<file path="config.mk">
export PLATFORM = sky130hd
export DESIGN_NAME = sd_card_spi_host_sequencer
export DESIGN_NICKNAME = d
export VERILOG_FILES = /design/src/rtl/sdspi_pkg.sv /design/src/rtl/sd_card_spi_host_sequencer.sv /design/src/rtl/sdspi_front.sv /design/src/rtl/sdspi_back.sv
export SDC_FILE = /design/constraint.sdc
export NUM_CORES = 1
export LEC_CHECK = 0
export BUFFER_PORTS_ARGS = -buffer_cell sky130_fd_sc_hd__buf_2
export CORE_UTILIZATION = 35
export CTS_BUF_LIST = sky130_fd_sc_hd__clkbuf_4 sky130_fd_sc_hd__clkbuf_8
export DETAILED_ROUTE_END_ITERATION = 10
export GPL_TIMING_DRIVEN = 0
export PLACE_DENSITY_LB_ADDON = 0.05
export SYNTH_ARGS = -nofsm -noshare
export SYNTH_HDL_FRONTEND = slang
export SYNTH_SLANG_ARGS = --single-unit
</file>
<file path="constraint.sdc">
create_clock -name clk -period 11.7 [get_ports clk]
set_input_delay 1.17 -clock clk [delete_from_list [all_inputs] [get_ports clk]]
set_output_delay 1.17 -clock clk [all_outputs]
set_load 0.03 [all_outputs]
</file>
<file path="src/rtl/sdspi_pkg.sv">
`timescale 1ns / 1ps
package sdspi_pkg;
  localparam int BLOCK_BYTES = 512;
  localparam int INIT_CLOCK_BYTES = 80;

  localparam logic [1:0] REQ_XCHG  = 2'd0;
  localparam logic [1:0] REQ_INIT  = 2'd1;
  localparam logic [1:0] REQ_READ  = 2'd2;
  localparam logic [1:0] REQ_WRITE = 2'd3;

  localparam logic [3:0] ST_OK        = 4'd0;
  localparam logic [3:0] ST_NO_TOKEN  = 4'd1;
  localparam logic [3:0] ST_NOT_READY = 4'd2;
  localparam logic [3:0] ST_NO_CARD   = 4'd3;
  localparam logic [3:0] ST_UNUSABLE  = 4'd4;
  localparam logic [3:0] ST_ECHO      = 4'd5;
  localparam logic [3:0] ST_VOLTAGE   = 4'd6;
  localparam logic [3:0] ST_R1_ERR    = 4'd7;
  localparam logic [3:0] ST_CRC_REJ   = 4'd8;
  localparam logic [3:0] ST_WR_REJ    = 4'd9;
  localparam logic [3:0] ST_OTHER     = 4'd10;
  localparam logic [3:0] ST_BUSY      = 4'd11;

  localparam int QDEPTH = 2;

  typedef struct packed {
    logic [1:0]  req_type;
    logic [31:0] block_address;
    logic [7:0]  write_byte;
    logic [7:0]  card_byte;
  } req_t;

  typedef struct packed {
    logic [7:0] tx_byte;
    logic       tx_valid;
    logic       chip_select_low;
    logic       fast_clock;
    logic [7:0] read_byte;
    logic       read_valid;
    logic       want_write_byte;
    logic       done_res;
    logic [3:0] status;
    logic [7:0] r1_value;
  } res_t;
endpackage

</file>
<file path="src/rtl/sd_card_spi_host_sequencer.sv">
`timescale 1ns / 1ps
// SD card SPI-mode host sequencer. Every request (a start of init, block read
// or block write, or the card byte of the last transfer) yields exactly one
// result naming the next byte to shift out, chip select, clock speed and, at
// the end of an operation, a status. A two-entry request queue feeds a
// sequencer that handles one request per cycle, unless its one-entry result
// register is full and not popped. A request is held in the queue, then in
// the result register; the queue takes a new one every cycle while not full;
// in use one per SPI byte. timeout_limit (0 acts as 1) bounds every poll loop.
module sd_card_spi_host_sequencer (
  input  logic        clk,
  input  logic        rst,
  input  logic        push,
  output logic        full,
  input  logic [1:0]  req_type,
  input  logic [31:0] block_address,
  input  logic [7:0]  write_byte,
  input  logic [7:0]  card_byte,
  output logic        empty,
  input  logic        pop,
  output logic [7:0]  tx_byte,
  output logic        tx_valid,
  output logic        chip_select_low,
  output logic        fast_clock,
  output logic [7:0]  read_byte,
  output logic        read_valid,
  output logic        want_write_byte,
  output logic        done_res,
  output logic [3:0]  status,
  output logic [7:0]  r1_value,
  input  logic        cfg_we,
  input  logic [15:0] cfg_data
);
  sdspi_pkg::req_t in_req, q_req;
  sdspi_pkg::res_t res;
  logic q_valid, q_take;

  assign in_req = '{req_type: req_type, block_address: block_address,
                    write_byte: write_byte, card_byte: card_byte};

  sdspi_front u_front (
    .clk(clk), .rst(rst), .push(push), .full(full), .in_req(in_req),
    .q_valid(q_valid), .q_req(q_req), .q_take(q_take)
  );

  sdspi_back u_back (
    .clk(clk), .rst(rst), .cfg_we(cfg_we), .cfg_data(cfg_data),
    .q_valid(q_valid), .q_req(q_req), .q_take(q_take),
    .empty(empty), .pop(pop), .res(res)
  );

  assign tx_byte         = res.tx_byte;
  assign tx_valid        = res.tx_valid;
  assign chip_select_low = res.chip_select_low;
  assign fast_clock      = res.fast_clock;
  assign read_byte       = res.read_byte;
  assign read_valid      = res.read_valid;
  assign want_write_byte = res.want_write_byte;
  assign done_res        = res.done_res;
  assign status          = res.status;
  assign r1_value        = res.r1_value;
endmodule

</file>
<file path="src/rtl/sdspi_front.sv">
`timescale 1ns / 1ps
// input queue: accepts requests and presents them in order to the sequencer
module sdspi_front (
  input  logic              clk,
  input  logic              rst,
  input  logic              push,
  output logic              full,
  input  sdspi_pkg::req_t   in_req,
  output logic              q_valid,
  output sdspi_pkg::req_t   q_req,
  input  logic              q_take
);
  localparam int AW = $clog2(sdspi_pkg::QDEPTH);
  sdspi_pkg::req_t slots [sdspi_pkg::QDEPTH];
  logic [AW-1:0] wr_ptr, rd_ptr;
  logic [AW:0]   count;
  logic do_push, do_pop;

  assign full    = (count == AW'(0) + (AW+1)'(sdspi_pkg::QDEPTH));
  assign q_valid = (count != '0);
  assign q_req   = slots[rd_ptr];
  assign do_push = push && !full;
  assign do_pop  = q_take && q_valid;

  // slot storage
  always_ff @(posedge clk) begin
    if (do_push) slots[wr_ptr] <= in_req;
  end

  // pointers
  always_ff @(posedge clk) begin
    if (rst) begin
      wr_ptr <= '0;
      rd_ptr <= '0;
      count  <= '0;
    end else begin
      if (do_push) wr_ptr <= wr_ptr + AW'(1);
      if (do_pop) rd_ptr <= rd_ptr + AW'(1);
      count <= count + (AW+1)'(do_push) - (AW+1)'(do_pop);
    end
  end
endmodule

</file>
<file path="src/rtl/sdspi_back.sv">
`timescale 1ns / 1ps
// sequencer: one request a cycle, stalled while its result waits
module sdspi_back (
  input  logic              clk,
  input  logic              rst,
  input  logic              cfg_we,
  input  logic [15:0]       cfg_data,
  input  logic              q_valid,
  input  sdspi_pkg::req_t   q_req,
  output logic              q_take,
  output logic              empty,
  input  logic              pop,
  output sdspi_pkg::res_t   res
);
  localparam logic [4:0] PH_IDLE = 5'd0, PH_CLOCK = 5'd1, PH_CMD0 = 5'd2,
    PH_CMD8 = 5'd3, PH_CMD1 = 5'd4, PH_OCR1 = 5'd5, PH_CRCON = 5'd6,
    PH_CMD55 = 5'd7, PH_ACMD41 = 5'd8, PH_CRCOFF = 5'd9, PH_BLEN = 5'd10,
    PH_OCR2 = 5'd11, PH_RDCMD = 5'd12, PH_RDTOK = 5'd13, PH_RDDATA = 5'd14,
    PH_RDCRC = 5'd15, PH_WRCMD = 5'd16, PH_WRDATA = 5'd17, PH_WRTAIL = 5'd18,
    PH_WRREADY = 5'd19;
  localparam logic [2:0] SUB_NONE = 3'd0, SUB_READY = 3'd1, SUB_CMD = 3'd2,
    SUB_R1 = 3'd3, SUB_R32 = 3'd4;
  localparam int BCW = $clog2(sdspi_pkg::BLOCK_BYTES + 1);

  logic [15:0]    timeout_limit;
  logic [4:0]     phase, phase_next;
  logic [2:0]     activity, activity_next;
  logic [15:0]    retry_count, retry_count_next;
  logic [15:0]    loop_count, loop_count_next;
  logic [BCW-1:0] byte_count, byte_count_next;
  logic [31:0]    card_address, card_address_next;
  logic [1:0]     capacity_status, capacity_status_next;
  logic [31:0]    response_word, response_word_next;
  logic           initialized, initialized_next;
  logic           cs_on, cs_on_next;

  sdspi_pkg::res_t out_reg, o;
  logic            out_full;
  logic [15:0]     lim;
  logic [7:0]      b;
  logic [15:0]     retry_inc, loop_inc;
  logic [BCW-1:0]  bc_inc;
  logic [31:0]     rw_shift;
  logic            step;

  assign lim       = (timeout_limit == 16'd0) ? 16'd1 : timeout_limit;
  assign b         = q_req.card_byte;
  assign retry_inc = retry_count + 16'd1;
  assign loop_inc  = loop_count + 16'd1;
  assign bc_inc    = byte_count + BCW'(1);
  assign rw_shift  = {response_word[23:0], b};
  assign step      = q_valid && (!out_full || pop);
  assign q_take    = step;
  assign empty     = !out_full;
  assign res       = out_reg;

  // command frame byte for a phase
  function automatic logic [7:0] cmd_byte(input logic [4:0] ph,
                                          input logic [31:0] caddr,
                                          input logic [BCW-1:0] k);
    logic [5:0]  idx;
    logic [31:0] arg;
    logic [6:0]  crc;
    idx = 6'd0; arg = 32'd0; crc = 7'h7F;
    unique case (ph)
      PH_CMD0:   begin idx = 6'd0;  crc = 7'h4A; end
      PH_CMD8:   begin idx = 6'd8;  arg = 32'h0000_01AA; crc = 7'h43; end
      PH_CMD1:   begin idx = 6'd1;  crc = 7'h7C; end
      PH_OCR1, PH_OCR2: begin idx = 6'd58; crc = 7'h7E; end
      PH_CRCON:  begin idx = 6'd59; arg = 32'd1; crc = 7'h41; end
      PH_CMD55:  begin idx = 6'd55; crc = 7'h32; end
      PH_ACMD41: begin idx = 6'd41; arg = 32'h4000_0000; crc = 7'h3B; end
      PH_CRCOFF: begin idx = 6'd59; crc = 7'h48; end
      PH_BLEN:   begin idx = 6'd16; arg = 32'h0000_0200; crc = 7'h0A; end
      PH_RDCMD:  begin idx = 6'd17; arg = caddr; end
      PH_WRCMD:  begin idx = 6'd24; arg = caddr; end
      default:   ;
    endcase
    case (k)
      BCW'(0): cmd_byte = {2'b01, idx};
      BCW'(1): cmd_byte = arg[31:24];
      BCW'(2): cmd_byte = arg[23:16];
      BCW'(3): cmd_byte = arg[15:8];
      BCW'(4): cmd_byte = arg[7:0];
      default: cmd_byte = {crc, 1'b1};
    endcase
  endfunction

  // next state and result of the request at the head of the queue
  always_comb begin
    logic       fin;
    logic [3:0] fst;
    logic [7:0] fr1;
    logic [4:0] bph;
    logic       bcmd, bready;
    logic [7:0] tx;
    logic       txv;
    fin = 1'b0; fst = sdspi_pkg::ST_OK; fr1 = 8'd0;
    bcmd = 1'b0; bready = 1'b0; bph = PH_IDLE;
    tx = 8'd0; txv = 1'b0;
    phase_next = phase; activity_next = activity;
    retry_count_next = retry_count; loop_count_next = loop_count;
    byte_count_next = byte_count; card_address_next = card_address;
    capacity_status_next = capacity_status; response_word_next = response_word;
    initialized_next = initialized; cs_on_next = cs_on;
    o = '0;

    if (q_req.req_type != sdspi_pkg::REQ_XCHG) begin
      if (phase != PH_IDLE) begin
        o.status = sdspi_pkg::ST_BUSY;
      end else if (q_req.req_type == sdspi_pkg::REQ_INIT) begin
        initialized_next = 1'b0; cs_on_next = 1'b0; phase_next = PH_CLOCK;
        activity_next = SUB_NONE; byte_count_next = '0; tx = 8'hFF; txv = 1'b1;
      end else begin
        card_address_next = (capacity_status == 2'd2) ?
          {q_req.block_address[22:0], 9'd0} : q_req.block_address;
        cs_on_next = 1'b1;
        bready = 1'b1;
        bph = (q_req.req_type == sdspi_pkg::REQ_READ) ? PH_RDCMD : PH_WRCMD;
      end
    end else if (phase != PH_IDLE) begin
      if (activity != SUB_NONE) begin
        case (activity)
          SUB_READY: begin
            if (b == 8'hFF) begin
              if (phase == PH_WRREADY) begin
                fin = 1'b1;
                case (response_word[2:0])
                  3'd2: fst = sdspi_pkg::ST_OK;
                  3'd5: fst = sdspi_pkg::ST_CRC_REJ;
                  3'd6: fst = sdspi_pkg::ST_WR_REJ;
                  default: fst = sdspi_pkg::ST_OTHER;
                endcase
              end else begin
                activity_next = SUB_CMD; byte_count_next = '0;
                tx = cmd_byte(phase, card_address, '0); txv = 1'b1;
              end
            end else begin
              retry_count_next = retry_inc;
              if (retry_inc >= lim) begin fin = 1'b1; fst = sdspi_pkg::ST_NOT_READY; end
              else begin tx = 8'hFF; txv = 1'b1; end
            end
          end
          SUB_CMD: begin
            byte_count_next = bc_inc;
            if (bc_inc < BCW'(6)) begin
              tx = cmd_byte(phase, card_address, bc_inc); txv = 1'b1;
            end else begin
              activity_next = SUB_R1; byte_count_next = '0; tx = 8'hFF; txv = 1'b1;
            end
          end
          SUB_R1: begin
            byte_count_next = bc_inc;
            if (bc_inc < BCW'(2)) begin
              tx = 8'hFF; txv = 1'b1;
            end else begin
              // act on the R1 response
              case (phase)
                PH_CMD0: begin
                  if (b == 8'h01) begin bready = 1'b1; bph = PH_CMD8; end
                  else begin
                    loop_count_next = loop_inc;
                    if (loop_inc >= lim) begin fin = 1'b1; fst = sdspi_pkg::ST_NO_CARD; end
                    else begin bcmd = 1'b1; bph = PH_CMD0; end
                  end
                end
                PH_CMD8: begin
                  if (b != 8'h01) begin
                    loop_count_next = '0; bready = 1'b1; bph = PH_CMD1;
                  end else begin
                    activity_next = SUB_R32; byte_count_next = '0;
                    response_word_next = '0; tx = 8'hFF; txv = 1'b1;
                  end
                end
                PH_CMD1, PH_ACMD41: begin
                  if (b == 8'h00) begin bready = 1'b1; bph = PH_CRCOFF; end
                  else begin
                    loop_count_next = loop_inc;
                    if (loop_inc >= lim) begin fin = 1'b1; fst = sdspi_pkg::ST_UNUSABLE; end
                    else begin
                      bready = 1'b1; bph = (phase == PH_CMD1) ? PH_CMD1 : PH_CMD55;
                    end
                  end
                end
                PH_OCR1: begin
                  if (b != 8'h01) begin fin = 1'b1; fst = sdspi_pkg::ST_R1_ERR; fr1 = b; end
                  else begin
                    activity_next = SUB_R32; byte_count_next = '0;
                    response_word_next = '0; tx = 8'hFF; txv = 1'b1;
                  end
                end
                PH_CRCON: begin
                  if (b != 8'h01) begin fin = 1'b1; fst = sdspi_pkg::ST_R1_ERR; fr1 = b; end
                  else begin loop_count_next = '0; bready = 1'b1; bph = PH_CMD55; end
                end
                PH_CMD55: begin bready = 1'b1; bph = PH_ACMD41; end
                PH_CRCOFF, PH_BLEN: begin
                  if (b != 8'h00) begin fin = 1'b1; fst = sdspi_pkg::ST_R1_ERR; fr1 = b; end
                  else begin bready = 1'b1; bph = (phase == PH_CRCOFF) ? PH_BLEN : PH_OCR2; end
                end
                PH_OCR2: begin
                  if (b != 8'h00) begin fin = 1'b1; fst = sdspi_pkg::ST_R1_ERR; fr1 = b; end
                  else begin
                    activity_next = SUB_R32; byte_count_next = '0;
                    response_word_next = '0; tx = 8'hFF; txv = 1'b1;
                  end
                end
                PH_RDCMD: begin
                  if (b != 8'h00) begin fin = 1'b1; fst = sdspi_pkg::ST_R1_ERR; fr1 = b; end
                  else begin
                    phase_next = PH_RDTOK; activity_next = SUB_NONE;
                    retry_count_next = '0; tx = 8'hFF; txv = 1'b1;
                  end
                end
                PH_WRCMD: begin
                  if (b != 8'h00) begin fin = 1'b1; fst = sdspi_pkg::ST_R1_ERR; fr1 = b; end
                  else begin
                    phase_next = PH_WRDATA; activity_next = SUB_NONE;
                    byte_count_next = '0; tx = 8'hFE; txv = 1'b1;
                    o.want_write_byte = 1'b1;
                  end
                end
                default: begin fin = 1'b1; fst = sdspi_pkg::ST_OTHER; end
              endcase
            end
          end
          default: begin
            // 32-bit response collection
            response_word_next = rw_shift;
            byte_count_next = bc_inc;
            if (bc_inc < BCW'(4)) begin
              tx = 8'hFF; txv = 1'b1;
            end else if (phase == PH_CMD8) begin
              if (rw_shift[7:0] != 8'hAA) begin fin = 1'b1; fst = sdspi_pkg::ST_ECHO; end
              else if (rw_shift[11:8] != 4'h1) begin
                fin = 1'b1; fst = sdspi_pkg::ST_VOLTAGE;
              end else begin bready = 1'b1; bph = PH_OCR1; end
            end else if (phase == PH_OCR1) begin
              if (rw_shift[23:15] != 9'h1FF) begin fin = 1'b1; fst = sdspi_pkg::ST_VOLTAGE; end
              else begin bready = 1'b1; bph = PH_CRCON; end
            end else begin
              capacity_status_next = rw_shift[31:30];
              initialized_next = 1'b1;
              fin = 1'b1; fst = sdspi_pkg::ST_OK;
            end
          end
        endcase
      end else begin
        case (phase)
          PH_CLOCK: begin
            byte_count_next = bc_inc;
            if (bc_inc < BCW'(sdspi_pkg::INIT_CLOCK_BYTES)) begin
              tx = 8'hFF; txv = 1'b1;
            end else begin
              cs_on_next = 1'b1; loop_count_next = '0; bcmd = 1'b1; bph = PH_CMD0;
            end
          end
          PH_RDTOK: begin
            if (b == 8'hFE) begin
              phase_next = PH_RDDATA; byte_count_next = '0; tx = 8'hFF; txv = 1'b1;
            end else begin
              retry_count_next = retry_inc;
              if (retry_inc >= lim) begin fin = 1'b1; fst = sdspi_pkg::ST_NO_TOKEN; end
              else begin tx = 8'hFF; txv = 1'b1; end
            end
          end
          PH_RDDATA: begin
            o.read_byte = b; o.read_valid = 1'b1;
            byte_count_next = bc_inc;
            if (bc_inc >= BCW'(sdspi_pkg::BLOCK_BYTES)) begin
              phase_next = PH_RDCRC; byte_count_next = '0;
            end
            tx = 8'hFF; txv = 1'b1;
          end
          PH_RDCRC: begin
            byte_count_next = bc_inc;
            if (bc_inc < BCW'(2)) begin tx = 8'hFF; txv = 1'b1; end
            else begin fin = 1'b1; fst = sdspi_pkg::ST_OK; end
          end
          PH_WRDATA: begin
            tx = q_req.write_byte; txv = 1'b1;
            byte_count_next = bc_inc;
            if (bc_inc < BCW'(sdspi_pkg::BLOCK_BYTES)) o.want_write_byte = 1'b1;
            else begin phase_next = PH_WRTAIL; byte_count_next = '0; end
          end
          PH_WRTAIL: begin
            if (byte_count < BCW'(3)) begin
              byte_count_next = bc_inc; tx = 8'hFF; txv = 1'b1;
            end else begin
              response_word_next = {29'd0, b[3:1]};
              phase_next = PH_WRREADY; activity_next = SUB_READY;
              retry_count_next = '0; tx = 8'hFF; txv = 1'b1;
            end
          end
          default: begin fin = 1'b1; fst = sdspi_pkg::ST_OTHER; end
        endcase
      end
    end

    // start of a command, with or without the ready poll
    if (bready || bcmd) begin
      phase_next = bph; byte_count_next = '0;
      if (bready) begin
        activity_next = SUB_READY; retry_count_next = '0; tx = 8'hFF;
      end else begin
        activity_next = SUB_CMD; tx = cmd_byte(bph, card_address_next, '0);
      end
      txv = 1'b1;
    end
    if (fin) begin
      o.done_res = 1'b1; o.status = fst; o.r1_value = fr1;
      tx = 8'd0; txv = 1'b0;
      phase_next = PH_IDLE; activity_next = SUB_NONE; cs_on_next = 1'b0;
    end
    o.tx_byte = tx; o.tx_valid = txv;
    o.chip_select_low = cs_on_next;
    o.fast_clock = initialized_next;
  end

  // sequencer state
  always_ff @(posedge clk) begin
    if (rst) begin
      timeout_limit <= 16'd100;
      phase <= PH_IDLE; activity <= SUB_NONE;
      retry_count <= '0; loop_count <= '0; byte_count <= '0;
      card_address <= '0; capacity_status <= '0; response_word <= '0;
      initialized <= 1'b0; cs_on <= 1'b0; out_full <= 1'b0;
    end else begin
      if (cfg_we) timeout_limit <= cfg_data;
      if (step) begin
        phase <= phase_next; activity <= activity_next;
        retry_count <= retry_count_next; loop_count <= loop_count_next;
        byte_count <= byte_count_next; card_address <= card_address_next;
        capacity_status <= capacity_status_next;
        response_word <= response_word_next;
        initialized <= initialized_next; cs_on <= cs_on_next;
      end
      if (step) out_full <= 1'b1;
      else if (pop) out_full <= 1'b0;
    end
  end

  // result register
  always_ff @(posedge clk) begin
    if (step) out_reg <= o;
  end
endmodule

</file>
==> impl_metrics.ini, run 1 <==
[yosys]
ys_seq_area_share_pct = 42.67
syn-num-nets = 1839
synthCells = 1724
syn-cell-area_um2 = 15340
synthFlopType = edfxtp_1
synth_top_area_share_pct = 26.23
synth_edf_count = 134
synth_area_leaders = edfxtp_1 (26%), dfxtp_1 (16%), a21oi_1 (5.6%)
ys_ff_latch = 260
synth.distinct_cells = 99
async_flop_share_pct = 0
syn_area_per_cell_um2 = 8.898
ys_warn_count = 0
synth_top_cell_by_area = edfxtp_1

[min_path]
hold_class = reg -> reg
hold_path_end = u_back.response_word[9]
min_path_cells = 2
min-delay-start = u_back.response_word[9]

[critical_path]
r2r_cells = 13
reg2reg_to = u_back.loop_count[10]
path_class = reg -> reg
cp-start-kind = register
crit_fanout = 10
arrival_ns = 7.23
end_kind = register
worstPathRequired_ns = 12.17
regToRegSetupSlack_ns = 4.93

[cts]
cts_buffers = 48
post_cts_resize_count = 0
cts_setup_buffers = 0
cts.htree.levels = 2
cts_tree = yes
clk_latency_ns = 0.65
cts_hold_buf = 0
cts.sinks = 260
clk_path_buf_depth = 3
clk_pin_slew_ns = 0.06
cts_root_buf = clkbuf_8

[placed_design]
dp_hpwl_um = 45640
place_inst = 2418
dp_worst_setup_slack_ns = 4.948
port_buffers = 105
gp_congestion = 0.9854
dpl_cell_area_um2 = 16690

[route]
num_vias = 14490
drt_iter0_markers = 1296
finalWirelength_um = 60470
routed_via_density = 5.781
final_antenna_net_count = 0
avgRoutedWirePerCell_um = 24.12
drcViolationCount = 0
drt_first_pass_iters = 6

[floorplan]
rows = 76
core_area_um2 = 43170
die-area_um2 = 44670
start_util_pct = 35.54
ios = 107
die_w_um = 211.4
die_h_um = 211.4

[sta]
rsz0062_at_grt = no
worst_pin_slew_ns = 1.280
clock_skew_ns = 0.04757
fmaxAchievable_mhz = 147.8
max_slew_margin_pct = 12.48
post-route-min-period_ns = 6.767
finalHoldViolations = 0
tns_ns = 0
worst_slack_ns = 4.933
setup_violations = 0
final_max_slew_viol_count = 0
fin_crit_sh_pct = 57.83

[run_status]
status = complete, no violations

[final_layout]
stdcell_count = 2507
area_growth_pct = 15.48
layout-drive-gt1-share_pct = 13.43
fillers = 4471
finalNetCount = 1999
seq_area_um2 = 6546
multi_input_comb_area_um2 = 8144
stdcell_area_um2 = 17720

[grt]
grt_util_all_layers_pct = 27.22
grt_overflow = 0
antenna_found_initial = 0
grt_pass1_vias = 14330
grt_max_degree = 34
grt_pass1_wl_um = 91050

[pwr]
p_total_mw = 3.850
ir_worst_vdd_mv = 0.1243
p_leak_nw = 6.333
power_density_nw_per_um2 = 217.3

[run]
drv_cap = 0
-- critical path, stage by stage (launching register included) --
cell	delay, ns
dfxtp_1	0.31
buf_2	0.17
buf_2	0.24
buf_1	0.67
clkbuf_1	0.76
mux2i_1	0.72
ha_1	0.34
clkbuf_1	0.38
nand2_1	0.41
nor2_1	0.91
o21ai_1	0.33
a21oi_1	0.71
clkbuf_1	0.46
a311oi_1	0.18
-- flip-flops by register name (all words and copies together) (netlist names), 2 cells and up, named ones only --
name / flops
u_back.loop_count: 16
u_back.response_word: 18
u_back.phase: 5
u_back.byte_count: 10
u_back.card_address: 32
u_back.capacity_status: 2
u_back.res: 34
u_back.retry_count: 16
u_front.count: 2
u_back.timeout_limit: 16
u_back.activity: 3
u_front.slots: 100
-- through the flow --
stage / util [%] / hold slack, ns
2_1_floorplan: - / 0.4316
3_3_place_gp: 38.45 / 0.4416
3_5_place_dp: 38.66 / 0.4474
4_1_cts: 41.01 / 0.4549
5_1_grt: 41.03 / 0.4736
6_report: 41.04 / 0.4547
-- Yosys cell counts (all sizes together) (17+ instances only) --
cell type / instances
nor3: 58
and3: 21
edfxtp: 134
dfxtp: 126
buf: 31
nand2: 209
o21ai: 114
ha: 44
nor2: 156
nand3: 69
a31oi: 18
nor4: 20
nand4: 22
a21oi: 173
clkbuf: 81
xnor2: 26
mux2i: 57
or3: 17
inv: 56
-- how the worst max path moves through the flow --
stage                               start               endpoint  depth (start not counted)
finish                           register  u_back.loop_count[10]                         13
global route                     register   u_back.loop_count[5]                         13
CTS                              register  u_back.loop_count[10]                         13
detailed placement               register   u_back.loop_count[5]                         13
global placement                 register   u_back.loop_count[5]                         13
floorplan           u_back.retry_count[1]          u_back.res[3]                         20
-- power breakdown --
| part | switching [mW] | internal, mW |
|---|---|---|
| sequential | 0.0747 | 1.16 |
| clock | 0.410 | 0.531 |
| combinational | 1.20 | 0.478 |
| total | 1.68 | 2.17 |
-- kinds of logic after synthesis --
kind of cell	synth area share (%)
fa+ha+maj	3.589
simple gates	20.26
flops	42.67
mux	5.897
compound gates	20.93
xor+xnor	2.276
buf+inv	4.380
-- cells in the final DEF, fill, tap and decap left out, types with 15 or more instances in the layout --
cell / instances
a211oi_1: 15
a21oi_1: 172
a311oi_1: 16
a31oi_1: 17
and3_1: 20
buf_2: 119
clkbuf_1: 79
clkbuf_4: 15
clkbuf_8: 50
clkinv_1: 17
dfxtp_1: 126
edfxtp_1: 134
ha_1: 44
inv_1: 55
mux2i_1: 55
nand2_1: 209
nand3_1: 69
nand4_1: 21
nor2_1: 154
nor3_1: 55
nor4_1: 17
o21ai_0: 106
or3_1: 16
xnor2_1: 26
-- final cells by class --
cell class / count / area share (%)
Inverter: 58 / 1.229
Multi-Input combinational cell: 1294 / 45.97
Clock inverter: 23 / 1.250
Antenna cell: 1 / 0.01413
Buffer: 112 / 2.571
Tap cell: 585 / 4.132
Sequential cell: 260 / 36.95
Clock buffer: 64 / 4.478
Timing Repair Buffer: 110 / 3.404
-- per-layer routing --
metal | vias to the layer above | global-route usage, % | wire, um
li1 | 6748 | - | -
met3 | 128 | 4.777 | 4233
met2 | 599 | 42.70 | 27010
met4 | 0 | 9.445 | 1868
met5 | - | 0 | 0
met1 | 7017 | 37.61 | 27360
No activity file was read; power rests on OpenSTA's default activity.
==> inputs of run 2 (changes only) <==
==> constraint.sdc (replaced) <==
create_clock -name clk -period 5.5 [get_ports clk]
set_input_delay 0.55 -clock clk [delete_from_list [all_inputs] [get_ports clk]]
set_output_delay 0.55 -clock clk [all_outputs]
set_load 0.03 [all_outputs]
==> impl_metrics.ini, run 2 (synthesis results as in run 1) <==
[grt]
grt_util_all_layers_pct = 27.25
grt_max_degree = 34
grt_pass1_vias = 14360
antenna_found_initial = 0
grt_overflow = 0
grt_pass1_wl_um = 91180

[route]
finalWirelength_um = 60560
routed_via_density = 5.771
drcViolationCount = 0
drt_first_pass_iters = 5
drt_iter0_markers = 1333
avgRoutedWirePerCell_um = 24.13
num_vias = 14480
final_antenna_net_count = 0

[final_layout]
area_growth_pct = 16.36
finalNetCount = 2002
final_common_cell = nand2_1
largest-register = u_front.slots
layout_common_cells = nand2_1 (209), a21oi_1 (168), nor2_1 (151)
layout-drive-gt1-share_pct = 14.81
stdcell_count = 2510
stdcell_area_um2 = 17850
seq_area_um2 = 6548
fillers = 4464
largest_reg_flops = 100
multi_input_comb_area_um2 = 8244

[placed_design]
dpl_cell_area_um2 = 16690
gp_congestion = 0.9854
dp_worst_setup_slack_ns = -1.252
port_buffers = 105
dp_hpwl_um = 45640
place_inst = 2418

[sta]
setup_violations = 0
max_slew_margin_pct = 15.68
worst_slack_ns = 0.2660
fmaxAchievable_mhz = 191.1
worst_pin_slew_ns = 1.256
finalHoldViolations = 0
fin_crit_sh_pct = 95.16
post-route-min-period_ns = 5.234
clock_skew_ns = 0.04972
final_max_slew_viol_count = 0

[floorplan]
die_h_um = 211.4
die_w_um = 211.4
rows = 76
die-area_um2 = 44670
core_area_um2 = 43170
ios = 107
start_util_pct = 35.54

[cts]
clk_pin_slew_ns = 0.06
cts_buffers = 48
cts.htree.levels = 2
cts.sinks = 260
cts_tree = yes
cts_hold_buf = 0
clk_path_buf_depth = 3
cts_root_buf = clkbuf_8
clk_latency_ns = 0.66

[pwr]
power_density_nw_per_um2 = 460.5
p_switching_mw = 3.596
switching_share_pct = 43.75
p_leak_nw = 6.394
ir_worst_vdd_mv = 0.2640
seq_power_share_pct = 31.9
power_frac_comb_pct = 43.7
p_int_mw = 4.624
power_frac_clock_pct = 24.4

[critical_path]
cp-start-kind = register
crit_fanout = 7
end_kind = register
path_class = reg -> reg
arrival_ns = 5.71
worstPathRequired_ns = 5.97

[run]
drv_cap = 0

[min_path]
hold_class = in -> reg

[run_status]
status = complete, no violations
## run 2: changes by cell type in the layout (fill, tap and decap cells not counted), moves of 3 or more
cell     delta
a21oi_1     -4
buf_4       +5
nor2_1      -3
a21oi_2     +4
## run 2: critical path, stage by stage (launching register included)
cell	delay, ns
dfxtp_1	0.46
ha_2	0.29
and3_1	0.22
nand3_2	0.22
nor3b_4	0.29
and3_1	0.18
clkbuf_1	0.23
nand3_1	0.16
xor2_2	0.25
inv_1	0.10
ha_1	0.33
nand4_1	0.17
nor4_1	0.29
o211ai_1	0.15
nand3_1	0.19
nand2_1	0.16
a31o_2	0.26
a31o_2	0.25
or4_1	0.53
buf_2	0.20
nor2_1	0.10
## run 2: per-layer routing
metal | GRT usage (%) | vias up | share of wire [%]
met1 | 37.78 | 7018 | 45
met2 | 42.29 | 592 | 44
met4 | 10.22 | 0 | 3.5
li1 | - | 6745 | -
met5 | 0 | - | 0
met3 | 4.732 | 129 | 6.8
## run 2: path summary, 6_finish.rpt
check | from | depth (start not counted) | endpoint | slack (ns)
worst max-delay path | u_back.retry_count[0] | 20 | u_back.res[2] | 0.27
worst min-delay path | block_address[6] | 1 | u_front.slots[0][22] | 0.10
worst max register to register | u_back.retry_count[0] | 20 | u_back.res[2] | 0.27
worst min register to register | u_back.response_word[9] | 2 | u_back.response_word[9] | 0.45
## run 2: cell type report
cell class / count / area share [%]
Antenna cell: 1 / 0.01402
Buffer: 110 / 2.530
Clock buffer: 64 / 4.444
Clock inverter: 23 / 1.241
Inverter: 58 / 1.220
Multi-Input combinational cell: 1294 / 46.18
Sequential cell: 260 / 36.68
Tap cell: 585 / 4.100
Timing Repair Buffer: 115 / 3.589
## run 2: power by group through the flow
stage | registers [mW] | clock network [mW] | logic, mW
after floorplan | 2.84 | 0 | 2.03
after global placement | 2.68 | 0 | 3.46
after CTS | 2.62 | 2.07 | 3.52
after global routing | 2.65 | 2.14 | 3.84
after detailed placement | 2.66 | 0 | 3.48
final | 2.62 | 2.00 | 3.60
## run 2: stage by stage
step | total power [mW] | TNS (ns) | util [%] | hold slack [ns]
3_5_place_dp | 6.141 | -63.47 | 38.66 | 0.4474
4_1_cts | 8.211 | 0 | 41.16 | 0.05573
6_report | 8.221 | 0 | 41.35 | 0.1000
5_1_grt | 8.636 | -0.09736 | 41.34 | 0.06864
3_3_place_gp | 6.141 | -62.00 | 38.45 | 0.4416
2_1_floorplan | 4.867 | 0 | - | 0.4316
## run 2: repair_timing
item,in CTS,in global routing
pin swaps,2,1
cloned,0,0
endpoints found under the hold margin,0,0
resized for setup,10,17
buffers inserted,4,1
setup endpoints to repair,92,50
==> inputs of run 3 (changes only) <==
--- a/config.mk
+++ b/config.mk
@@ -7,7 +7,7 @@
 export LEC_CHECK = 0
 export BUFFER_PORTS_ARGS = -buffer_cell sky130_fd_sc_hd__buf_2
 export CORE_UTILIZATION = 35
-export CTS_BUF_LIST = sky130_fd_sc_hd__clkbuf_4 sky130_fd_sc_hd__clkbuf_8
+export CTS_BUF_LIST = sky130_fd_sc_hd__clkbuf_2
 export DETAILED_ROUTE_END_ITERATION = 10
 export GPL_TIMING_DRIVEN = 0
 export PLACE_DENSITY_LB_ADDON = 0.05
==> impl_metrics.ini, run 3 (synthesis results as in run 1) <==
[grt]
grt_max_degree = 34
grt_util_all_layers_pct = 27.74
grt_pass1_wl_um = 92450
grt_overflow = 0
grt_pass1_vias = 14830
antenna_found_initial = 2

[pwr]
switching_share_pct = 46.93
seq_power_share_pct = 33.9
power_frac_clock_pct = 19.1
p_leak_nw = 6.694
p_switching_mw = 3.625
power_density_nw_per_um2 = 421.6
p_int_mw = 4.099
power_frac_comb_pct = 47.0
ir_worst_vdd_mv = 0.2632

[final_layout]
area_growth_pct = 19.40
stdcell_area_um2 = 18320
fin_util_pct = 42.43
fillers = 4473
largest_reg_flops = 100
finalNetCount = 2109
layout-drive-gt1-share_pct = 16.11
layout_common_cells = nand2_1 (209), a21oi_1 (168), nor2_1 (151)
largest-register = u_front.slots
final_common_cell = nand2_1

[cts]
cts.htree.levels = 3
cts_tree = yes
clk_pin_slew_ns = 0.12
cts_buffers = 76
cts.sinks = 260
clk_latency_ns = 1.14
clk_path_buf_depth = 3
cts_root_buf = clkbuf_2

[route]
drt_first_pass_iters = 6
drt_iter0_markers = 1381
num_vias = 15050
avgRoutedWirePerCell_um = 23.21
routed_via_density = 5.703
drcViolationCount = 0
finalWirelength_um = 61240
final_antenna_net_count = 0

[critical_path]
critPathLaunch = u_back.retry_count[0]
end_kind = register
regToRegSetupSlack_ns = 0.32
r2r_cells = 20
worstPathRequired_ns = 6.37
arrival_ns = 6.05
path_class = reg -> reg
reg2reg_to = u_back.res[7]
timing.rr.start = u_back.retry_count[0]
cp-start-kind = register
crit_fanout = 7

[sta]
fin_crit_sh_pct = 94.17
worst_slack_ns = 0.3207
setup_violations = 0
post-route-min-period_ns = 5.179
finalHoldViolations = 0
clock_skew_ns = 0.1475
fmaxAchievable_mhz = 193.1
final_max_slew_viol_count = 0
max_slew_margin_pct = 13.62
worst_pin_slew_ns = 1.263

[min_path]
hold_class = in -> reg
min-delay-start = block_address[23]
hold_path_end = u_front.slots[1][39]
min_path_cells = 2

[floorplan]
ios = 107
core_area_um2 = 43170
die-area_um2 = 44670
die_w_um = 211.4
start_util_pct = 35.54
rows = 76
die_h_um = 211.4

[placed_design]
gp_congestion = 0.9854
dp_hpwl_um = 45640
dpl_cell_area_um2 = 16690
dp_worst_setup_slack_ns = -1.252
port_buffers = 105

[run_status]
status = complete, no violations

[run]
drv_cap = 0
[run 3: cell types whose count changed in the layout (fill, tap and decap cells not counted), sizes merged]
cell / previous run / this run
dlygate4sd3: 0 / 77
clkbuf: 145 / 185
clkinv: 19 / 24
diode: 1 / 6
bufinv: 4 / 1
buf: 143 / 145
inv: 57 / 59
clkinvlp: 1 / 2
[run 3: critical path, cell delays in order (launching register included)]
cell	delay, ns
dfxtp_2	0.41
ha_2	0.27
and3_1	0.22
nand3_2	0.22
nor3b_4	0.29
and3_1	0.18
clkbuf_1	0.23
nand3_1	0.16
xor2_2	0.24
inv_1	0.10
ha_1	0.33
nand4_1	0.17
nor4_1	0.29
o211ai_1	0.15
nand3_1	0.19
nand2_1	0.17
a31o_2	0.27
a31o_2	0.25
or4_1	0.53
buf_2	0.20
nor2_1	0.09
[run 3: worst max path at each step]
stage | endpoint | slack, ns | depth (start not counted)
3_3_place_gp | u_back.loop_count[5] | -1.21 | 13
3_5_place_dp | u_back.loop_count[5] | -1.25 | 13
5_1_grt | u_back.phase[3] | -0.04 | 19
2_1_floorplan | u_back.res[3] | 1.10 | 20
4_1_cts | u_back.phase[2] | 0.006 | 14
6_report | u_back.res[7] | 0.32 | 20
[run 3: repair_timing]
item | in CTS | in global routing
buffers inserted | 4 | 3
endpoints found under the setup margin | 92 | 77
hold buffers | 77 | 0
pin swaps | 2 | 3
resized for setup | 9 | 19
endpoints found under the hold margin | 138 | 0
cloned | 0 | 0
[run 3: layout make-up]
cell class	count	area, um^2	share of cell area, %
buffer	110	451.7	2.466
antenna	6	15.01	0.08197
multi-input combinational	1294	8242	44.99
timing repair buffer	194	1426	7.787
tap	585	732.0	3.996
sequential	260	6549	35.75
inverter	58	217.7	1.189
clock buffer	104	520.5	2.842
clock inverter	28	163.9	0.8948
[run 3: metal layers]
layer / GRT usage (%) / vias up / share of wire [%]
li1: - / 7016 / -
met4: 10.69 / 0 / 3.5
met3: 5.785 / 143 / 7.3
met5: 0 / - / 0
met1: 37.92 / 7257 / 45
met2: 42.82 / 634 / 44
[run 3: power groups by stage]
| stage | sequential (mW) | clock, mW | combinational, mW |
|---|---|---|---|
| after detailed placement | 2.66 | 0 | 3.48 |
| after CTS | 2.62 | 1.55 | 3.56 |
| after global placement | 2.68 | 0 | 3.46 |
| after global routing | 2.65 | 1.64 | 3.89 |
| final | 2.62 | 1.47 | 3.63 |
| after floorplan | 2.84 | 0 | 2.03 |
[run 3: per-stage QoR]
| stage | setup TNS, ns | power (mW) | instances | hold WS, ns |
|---|---|---|---|---|
| floorplan | 0 | 4.867 | 1724 | 0.4316 |
| global placement | -62.00 | 6.141 | 2414 | 0.4416 |
| detailed placement | -63.47 | 6.141 | 2418 | 0.4474 |
| CTS | 0 | 7.729 | 2629 | 0.03318 |
| global route | -0.09972 | 8.178 | 2636 | 0.04702 |
| finish | 0 | 7.723 | 2639 | 0.1823 |
